[config.mk]
export PLATFORM = sky130hd
export DESIGN_NAME = i2c_write_packet_splitter
export DESIGN_NICKNAME = d
export VERILOG_FILES = /design/src/rtl/i2cwps_pkg.sv /design/src/rtl/i2cwps_parser.sv /design/src/rtl/i2cwps_skid.sv /design/src/rtl/i2c_write_packet_splitter.sv
export SDC_FILE = /design/constraint.sdc
export NUM_CORES = 1
export LEC_CHECK = 0
export BUFFER_PORTS_ARGS = -buffer_cell sky130_fd_sc_hd__buf_2
export CELL_PAD_IN_SITES_DETAIL_PLACEMENT = 1
export CELL_PAD_IN_SITES_GLOBAL_PLACEMENT = 1
export CORE_MARGIN = 5
export CORE_UTILIZATION = 27
export CTS_CLUSTER_DIAMETER = 60
export DETAILED_ROUTE_END_ITERATION = 8
export GPL_ROUTABILITY_DRIVEN = 0
export HOLD_SLACK_MARGIN = 0.05
export PLACE_DENSITY = 0.58
export SETUP_SLACK_MARGIN = 0.2
export SYNTH_ARGS = -nofsm -noshare
export SYNTH_HDL_FRONTEND = slang
export SYNTH_SLANG_ARGS = --single-unit
[constraint.sdc]
create_clock -name clk -period 4.27 [get_ports clk]
set_input_delay 0.427 -clock clk [delete_from_list [all_inputs] [get_ports clk]]
set_output_delay 0.427 -clock clk [all_outputs]
set_load 0.03 [all_outputs]
[src/rtl/i2cwps_pkg.sv]
`timescale 1ns / 1ps

package i2cwps_pkg;

    // Largest buffer the parser accepts; longer lengths clamp to it.
    localparam int BUFFER_BYTES = 64;

    // Buffer byte counter, wide enough to hold BUFFER_BYTES itself.
    localparam int CNT_W = $clog2(BUFFER_BYTES + 1);
    // Width for clamping the 7-bit length field against BUFFER_BYTES.
    localparam int CLAMP_W = (CNT_W > 7) ? CNT_W : 7;
    // Width for checking a record length byte against the bytes left.
    localparam int CMP_W = (CNT_W > 8) ? CNT_W : 8;

    localparam logic CMD_START = 1'b0;
    localparam logic CMD_WRITE = 1'b1;

    typedef enum logic [1:0] {
        PH_SKIP = 2'd0,
        PH_ADDR = 2'd1,
        PH_LEN  = 2'd2,
        PH_DATA = 2'd3
    } phase_t;

    typedef struct packed {
        logic [7:0] data_byte;
        logic       first_of_buffer;
        logic [6:0] buffer_length;
    } in_item_t;

    typedef struct packed {
        logic       command_kind;
        logic [7:0] command_value;
        logic       final_byte;
    } out_item_t;

    // Result handed from the parser to the output buffer.
    typedef struct packed {
        logic      valid;
        out_item_t item;
    } result_t;

endpackage

[src/rtl/i2cwps_parser.sv]
`timescale 1ns / 1ps

module i2cwps_parser
    import i2cwps_pkg::*;
(
    input  logic     clk,
    input  logic     rst_n,
    input  logic     accept,
    input  in_item_t item,
    output result_t  result
);

    phase_t            phase_reg, phase_next;
    logic [CNT_W-1:0]  remain_reg, remain_next;
    logic [7:0]        rec_left_reg, rec_left_next;
    logic [7:0]        address_reg, address_next;

    logic [CLAMP_W-1:0] blen_ext;
    logic [CNT_W-1:0]   blen_clamped;
    phase_t             phase_eff;
    logic [CNT_W-1:0]   left;
    logic [7:0]         rec_eff;
    logic [CMP_W-1:0]   len_cmp;
    logic [CMP_W-1:0]   room_cmp;
    logic               rec_last;

    always_comb
    begin
        blen_ext = CLAMP_W'(item.buffer_length);
        if (blen_ext > CLAMP_W'(BUFFER_BYTES))
        begin
            blen_clamped = CNT_W'(BUFFER_BYTES);
        end
        else
        begin
            blen_clamped = CNT_W'(blen_ext);
        end

        phase_eff = item.first_of_buffer ? PH_ADDR : phase_reg;
        left      = item.first_of_buffer ? blen_clamped : remain_reg;
        rec_eff   = item.first_of_buffer ? 8'd0 : rec_left_reg;
        len_cmp   = CMP_W'(item.data_byte);
        room_cmp  = CMP_W'(left) - CMP_W'(1);
        rec_last  = (rec_eff <= 8'd1);

        phase_next    = phase_eff;
        remain_next   = left;
        rec_left_next = rec_eff;
        address_next  = address_reg;
        result        = '0;

        if (left == '0)
        begin
            phase_next = PH_SKIP;
        end
        else
        begin
            remain_next = left - CNT_W'(1);
            case (phase_eff)
                PH_ADDR:
                begin
                    if (left > CNT_W'(2))
                    begin
                        address_next = item.data_byte;
                        phase_next   = PH_LEN;
                    end
                    else
                    begin
                        phase_next = PH_SKIP;
                    end
                end
                PH_LEN:
                begin
                    if ((len_cmp != '0) && (len_cmp <= room_cmp))
                    begin
                        rec_left_next             = item.data_byte;
                        phase_next                = PH_DATA;
                        result.valid              = 1'b1;
                        result.item.command_kind  = CMD_START;
                        result.item.command_value = address_reg;
                        result.item.final_byte    = 1'b0;
                    end
                    else
                    begin
                        phase_next = PH_SKIP;
                    end
                end
                PH_DATA:
                begin
                    result.valid              = 1'b1;
                    result.item.command_kind  = CMD_WRITE;
                    result.item.command_value = item.data_byte;
                    result.item.final_byte    = rec_last;
                    if (rec_last)
                    begin
                        rec_left_next = 8'd0;
                        phase_next    = PH_ADDR;
                    end
                    else
                    begin
                        rec_left_next = rec_eff - 8'd1;
                    end
                end
                default:
                begin
                    phase_next = phase_eff;
                end
            endcase
        end

        if (!accept)
        begin
            result.valid = 1'b0;
        end
    end

    always_ff @(posedge clk or negedge rst_n)
    begin
        if (!rst_n)
        begin
            phase_reg    <= PH_SKIP;
            remain_reg   <= '0;
            rec_left_reg <= 8'd0;
            address_reg  <= 8'd0;
        end
        else if (accept)
        begin
            phase_reg    <= phase_next;
            remain_reg   <= remain_next;
            rec_left_reg <= rec_left_next;
            address_reg  <= address_next;
        end
    end

endmodule

[src/rtl/i2cwps_skid.sv]
`timescale 1ns / 1ps

module i2cwps_skid
    import i2cwps_pkg::*;
(
    input  logic      clk,
    input  logic      rst_n,
    input  result_t   push,
    output logic      full,
    output logic      valid,
    input  logic      stall,
    output out_item_t item
);

    logic      out_valid_reg, out_valid_next;
    out_item_t out_item_reg, out_item_next;
    logic      skid_valid_reg, skid_valid_next;
    out_item_t skid_item_reg, skid_item_next;

    always_comb
    begin
        out_valid_next  = out_valid_reg;
        out_item_next   = out_item_reg;
        skid_valid_next = skid_valid_reg;
        skid_item_next  = skid_item_reg;

        if (!out_valid_reg || !stall)
        begin
            // Output slot frees up: drain the skid first, else take the new result.
            out_valid_next  = skid_valid_reg || push.valid;
            out_item_next   = skid_valid_reg ? skid_item_reg : push.item;
            skid_valid_next = 1'b0;
        end
        else if (push.valid)
        begin
            skid_valid_next = 1'b1;
            skid_item_next  = push.item;
        end
    end

    always_ff @(posedge clk or negedge rst_n)
    begin
        if (!rst_n)
        begin
            out_valid_reg  <= 1'b0;
            skid_valid_reg <= 1'b0;
        end
        else
        begin
            out_valid_reg  <= out_valid_next;
            skid_valid_reg <= skid_valid_next;
        end
    end

    always_ff @(posedge clk)
    begin
        out_item_reg  <= out_item_next;
        skid_item_reg <= skid_item_next;
    end

    assign full  = skid_valid_reg;
    assign valid = out_valid_reg;
    assign item  = out_item_reg;

endmodule

[src/rtl/i2c_write_packet_splitter.sv]
`timescale 1ns / 1ps

// Splits a received buffer, fed one byte per item, into I2C commands. The
// first byte's item carries first_of_buffer and the buffer's total length
// (clamped to BUFFER_BYTES). The buffer holds records of an address byte, a
// length byte and that many data bytes; a valid length byte yields a start
// command with the address, and each data byte yields a write command, the
// record's last one flagged with final_byte. A bad length, or too few bytes
// left for a header and one data byte, drops the rest of the buffer without
// output. The parse state updates in the cycle an item is accepted and any
// command lands in the output or, behind a stalled output, the skid register
// on the same edge, so a new item can enter every clock while src_stall is
// low. A two-entry output buffer (output plus skid register) keeps src_stall
// registered; it rises only while a command is parked in the skid register.

module i2c_write_packet_splitter
    import i2cwps_pkg::*;
(
    input  logic      clk,
    input  logic      rst_n,
    input  logic      src_valid,
    output logic      src_stall,
    input  in_item_t  src_item,
    output logic      dst_valid,
    input  logic      dst_stall,
    output out_item_t dst_item
);

    logic    accept;
    result_t result;
    logic    skid_full;

    // Take an item whenever the skid register is free.
    assign src_stall = skid_full;
    assign accept    = src_valid && !skid_full;

    i2cwps_parser u_parser (
        .clk    (clk),
        .rst_n  (rst_n),
        .accept (accept),
        .item   (src_item),
        .result (result)
    );

    i2cwps_skid u_skid (
        .clk   (clk),
        .rst_n (rst_n),
        .push  (result),
        .full  (skid_full),
        .valid (dst_valid),
        .stall (dst_stall),
        .item  (dst_item)
    );

endmodule
# == After elaboration in Yosys (flattened, before gate mapping) ==
# Index checks and enable logic that the tools add are counted.
# W data, S select, Z words.
# word_totals
reg_bits,47
inputBits,20
out_inout_bits,12
word_cells,57
# classes
add_sub_neg,3
magnitude_cmp,4
n_eq_ne,3
mux,21
bitwise,2
reduce_logical,12
# ops
cell,n
$mux W8,4
$mux W11,2
$pmux W11 S2,1
$mux W7,3
$pmux W8 S2,1
$mux W10,1
$mux W2,5
$le A8 B1 Y1 const B,1
$le A8 B8 Y1,1
$reduce_bool A8 Y1,1
$sub A7 B1 Y8 const B,1
$sub A8 B1 Y8 const B,1
$gt A7 B2 Y1 const B,1
$gt A7 B7 Y1 const B,1
$logic_not A7 Y1,1
$sub A7 B1 Y7 const B,1
$pmux W2 S3,1
$eq A2 B2 Y1 const B,2
$reduce_and A4 Y1,1
$logic_not A1 Y1,3
$mux W1,3
$eq A2 B1 Y1 const B,1
$logic_and A1 B1 Y1,2
$logic_or A1 B1 Y1,2
3 further kinds,4

# == Logic depth before layout (Yosys ltp) ==
# depth
word_depth,12
depth_mapped,16
depth_no_buf,14

# == By module ==
# From an unflattened synthesis, not the netlist that was laid out.
# unflattened
cells_unflattened,278
hier_area_um2,2904.0
# modules_own_cells
mod,instances,cells_per_inst,area_each_um2,seq_area_each_um2
i2cwps_parser,1,240,2055.7,625.6
i2cwps_skid,1,37,834.6,650.6
i2c_write_packet_splitter,1,1,13.8,0.0

# == Worst setup path before layout ==
# No wires, ideal clock.
# synth_timing
kind,in2reg
from,input src_item[7] (netlist name)
to,"register u_skid.skid_item_reg[0] (netlist name), enable pin"
arrival_ps,3234
required_time_ps,3928
setup_slack_ps,694
stages,13
path_cell_list,buf_6 > buf_2 > o21ai_1 > a2111oi_0 > nand2_1 > xor2_1 > ha_1 > a211oi_1 > nor2_1 > o31a_1 > a21boi_2 > and2_1 > o2111a_1
# synth_between
elab_chain_len,9
# synth_lines
element,line_no,text
"start, declared",i2c_write_packet_splitter.sv:23,"input in_item_t src_item,"
$mux W7,i2cwps_parser.sv:40,left = item.first_of_buffer ? blen_clamped : remain_reg;
$sub A7 B1 Y8,i2cwps_parser.sv:43,room_cmp = CMP_W'(left) - CMP_W'(1);
$le A8 B8 Y1,i2cwps_parser.sv:74,if ((len_cmp != '0) && (len_cmp <= room_cmp))
$logic_and A1 B1 Y1,i2cwps_parser.sv:74,
$mux W11,i2cwps_parser.sv:74,
$pmux W11 S2,i2cwps_parser.sv:59,case (phase_eff)
$mux W11 *,i2cwps_parser.sv:52,if (left == '0)
$mux W1 *,i2cwps_parser.sv:111,if (!accept)
$reduce_and A2 Y1 (no source line) *,-,
"end signal, assigned",i2cwps_skid.sv:58,skid_item_reg <= skid_item_next;
"end, declared",i2cwps_skid.sv:18,"out_item_t skid_item_reg, skid_item_next;"
# Mark *: on every way between the ends. The rest lies on a longest branch, timed or not.
# A chain may end at the register's enable or synchronous reset.

# == Final worst setup path ==
# layout_timing
from,register u_parser.remain_reg[1]
to,"register u_skid.skid_item_reg[4] (netlist name), enable pin"
# layout_between
elab_chain_len,9
# layout_lines
element,line_no,text
"start, declared",i2cwps_parser.sv:14,"logic [CNT_W-1:0] remain_reg, remain_next;"
"start signal, assigned",i2cwps_parser.sv:129,remain_reg <= remain_next;
$mux W7 *,i2cwps_parser.sv:40,
$sub A7 B1 Y8,i2cwps_parser.sv:43,
$le A8 B8 Y1,i2cwps_parser.sv:74,
$logic_and A1 B1 Y1,i2cwps_parser.sv:74,
$mux W11,i2cwps_parser.sv:74,
$pmux W11 S2,i2cwps_parser.sv:59,
$mux W11 *,i2cwps_parser.sv:52,
$mux W1 *,i2cwps_parser.sv:111,
$reduce_and A2 Y1 (no source line) *,-,
# Marks and branches as above.

==> flow_metrics.tcl <==
set metrics [dict create \
    status "finished clean" \
    r2r_start "u_parser.remain_reg[1]$_DFFE_PN0P_" \
    synth.avg_cell_area_um2 9.80 \
    rows 38 \
    wl_met2_um 4470 \
    clk_latency_ps 290 \
    critPathMaxStageDelay_ps 510 \
    yosysTopAreaCell "dfrtp_1" \
    yosys-top-cells-area "dfrtp_1, edfxtp_1, ha_1, mux2_4, nand2_1" \
    path_class "register to register" \
    setup_viol 0 \
    htree_levels 2 \
    core_area_um2 11000 \
    leakagePower_nw 1.49 \
    synth.distinct_cells 64 \
    wl_met1_um 4310 \
    maxCapViolCount 0 \
    setup-tns-final_ps 0 \
    drcViolationCount 0 \
    report.final.slew_viol_count 0 \
    r2r_end "u_skid.skid_item_reg[4]$_DFFE_PP_" \
    design_area_um2 3510 \
    grt_pass1_vias 2733 \
    multi_input_area_um2 1670 \
    synth_ff_type "dfrtp_1" \
    register_area_um2 1280 \
    design_power_total_mw 1.56 \
    first_pass_iters 6 \
    required_ps 4200 \
    ctsLongestPathBuffers 2 \
    cp_num_cells 12 \
    ctsHoldBuffers 0 \
    setup_ws_ps 585 \
    period_needed_ps 3690 \
    endpoint "u_skid.skid_item_reg[4]$_DFFE_PP_" \
    critPathArrivalTime_ps 3620 \
    numCtsBuffers 5 \
    synth.net_count 345 \
    slew_headroom_pct 51.5 \
    drive_gt1_share_pct 18.0 \
    worst_slew_pin_slew_ps 724 \
    dieArea_um2 13600 \
    antenna_left 0 \
    nets 371 \
    area_delta_synth_final_pct 14.7 \
    grt_max_degree 28 \
    cpLargestDelayFamily "compound AO/OA/AOI/OAI gates" \
    synth-seq-area-share_pct 41.7 \
    wl_per_cell_um 19.5 \
    cts-root-buf "clkbuf_16" \
    post_cts_buffers 0 \
    cts_sinks 47 \
    path_buf_inv 0 \
    final_core_util_pct 31.9 \
    crit_fanout 10 \
    path_cells "nor3_1 -> a21oi_1 -> a2111oi_1 -> nand2_1 -> xor2_1 -> ha_1 -> a211oi_1 -> nor2_1 -> o31a_1 -> a21boi_2 -> and2_1 -> o2111a_1" \
    min_path_type "input pin to async pin" \
    portBuffers 31 \
    dr.max_layer_used "met4" \
    cp-startpoint "u_parser.remain_reg[1]$_DFFE_PN0P_" \
    antenna-diode-count 0 \
    viasPerCell 5.47 \
    globalRouteTotalUtil_pct 14.2 \
    clk_pin_slew_ps 70 \
    endpoint_kind "register" \
    cp_slowest_cell "o2111a_1" \
    fill_cells 1277 \
    synthCells 312 \
    async_flop_share_pct 57.4 \
    place_ws_ps 244 \
    post-dp-hpwl_um 6930 \
    antenna_found_initial 0 \
    rsz0062_at_grt "no" \
    hold_viol 0 \
    yosys.area.top_type_share_pct 22.1 \
    reg2reg_depth 12 \
    ff2ff_setup_slack_ps 580 \
    final_common_cell "buf_2" \
    finalCritPeriodShare_pct 86.3 \
    vdd_drop_max_mv 0.167 \
    clock_skew_ps 6.53 \
    place_area_um2 3340 \
    drt_iter0_drc 94 \
    ys_warn_count 0 \
    synth.ff_latch_count 47 \
    layout_common_cells "buf_2, nand2_1, nor2_1, dfrtp_1, edfxtp_1" \
    vias 2619 \
    grt_pass1_wl_um 15100 \
    tritoncts "yes" \
    routed_wl_um 9360 \
    syn_area_um2 3060 \
    max_freq_mhz 271 \
    wl_met3_um 448 \
    io_pins 32 \
    grt_overflow_total 0 \
    synth-edff-count 20 \
    p_per_area_nw_per_um2 444 \
    initial_core_util_pct 27.8 \
    fp.dieW_um 116 \
    start_kind "register" \
    die_h_um 116 \
]
worst min path at each step:
stage | from | endpoint | slack, ps | cells past startpoint
5_1_grt | rst_n | u_parser.remain_reg[1]$_DFFE_PN0P_ | 240 | 1
3_5_place_dp | u_parser.remain_reg[0]$_DFFE_PN0P_ | u_parser.remain_reg[0]$_DFFE_PN0P_ | 480 | 2
3_3_place_gp | u_parser.remain_reg[0]$_DFFE_PN0P_ | u_parser.remain_reg[0]$_DFFE_PN0P_ | 470 | 2
2_1_floorplan | rst_n | u_parser.address_reg[0]$_DFFE_PN0P_ | 130 | 0
6_report | rst_n | u_parser.rec_left_reg[0]$_DFFE_PN0P_ | 180 | 1
4_1_cts | rst_n | u_parser.remain_reg[0]$_DFFE_PN0P_ | 210 | 1
repair_timing:
item | in CTS | in global routing
setup endpoints to repair | 0 | 10
gates resized for setup | 0 | 1
hold endpoints to repair | 0 | 0
cell type report:
cell class | instances | area share (%)
Clock buffer | 5 | 3.57
Clock inverter | 3 | 1.21
Timing Repair Buffer | 35 | 5.28
Sequential cell | 47 | 36.4
Tap cell | 140 | 4.99
Inverter | 9 | 0.963
Multi-Input combinational cell | 240 | 47.6
cells by family (layout without fill, tap and decap cells):
kind of cell / Yosys count / in the layout / share of synthesized area, %
buffers and inverters: 25 / 52 / 3.68
flip-flops: 47 / 47 / 41.7
multiplexers: 11 / 11 / 4.99
AO/OA/AOI/OAI: 112 / 112 / 26.6
AND/OR/NAND/NOR: 97 / 97 / 15.7
XOR/XNOR: 7 / 7 / 2.00
adder cells (fa/ha/maj): 13 / 13 / 5.32
synth_stat cells, types with 2 or more instances:
master,n
a211oi_1,3
a21o_1,11
a21oi_1,15
a221oi_1,3
a22o_1,8
a31o_2,2
a32oi_1,8
and2_1,3
and3_1,2
buf_2,3
buf_6,2
clkbuf_1,10
dfrtp_1,27
edfxtp_1,20
ha_1,13
inv_1,8
mux2_4,8
nand2_1,27
nand2b_1,3
nand3_1,5
nand3b_1,2
nor2_1,27
nor2b_1,5
nor3_1,10
nor4_1,4
o2111ai_1,3
o211a_1,2
o211ai_1,3
o21ai_0,19
o21ai_1,8
o22ai_1,5
o311ai_1,3
o31ai_1,4
xnor2_1,3
xor2_1,4
layer usage:
| metal | vias to the layer above | GRT usage, % |
|---|---|---|
| met4 | 0 | 3.48 |
| li1 | 1243 | - |
| met5 | - | 0 |
| met3 | 9 | 2.28 |
| met1 | 1302 | 19.4 |
| met2 | 65 | 23.5 |
per-stage QoR:
stage | hold WS [ps] | std cells
6_report | 184 | 479
5_1_grt | 242 | 479
4_1_cts | 213 | 479
3_5_place_dp | 484 | 471
3_3_place_gp | 470 | 471
2_1_floorplan | 131 | 312
power breakdown:
group / leakage [nW] / switching (mW) / internal (mW)
combinational: 0.862 / 0.295 / 0.200
sequential: 0.543 / 0.0694 / 0.533
clock: 0.0818 / 0.181 / 0.277
Note: power is estimated with default switching activity, not from simulation.
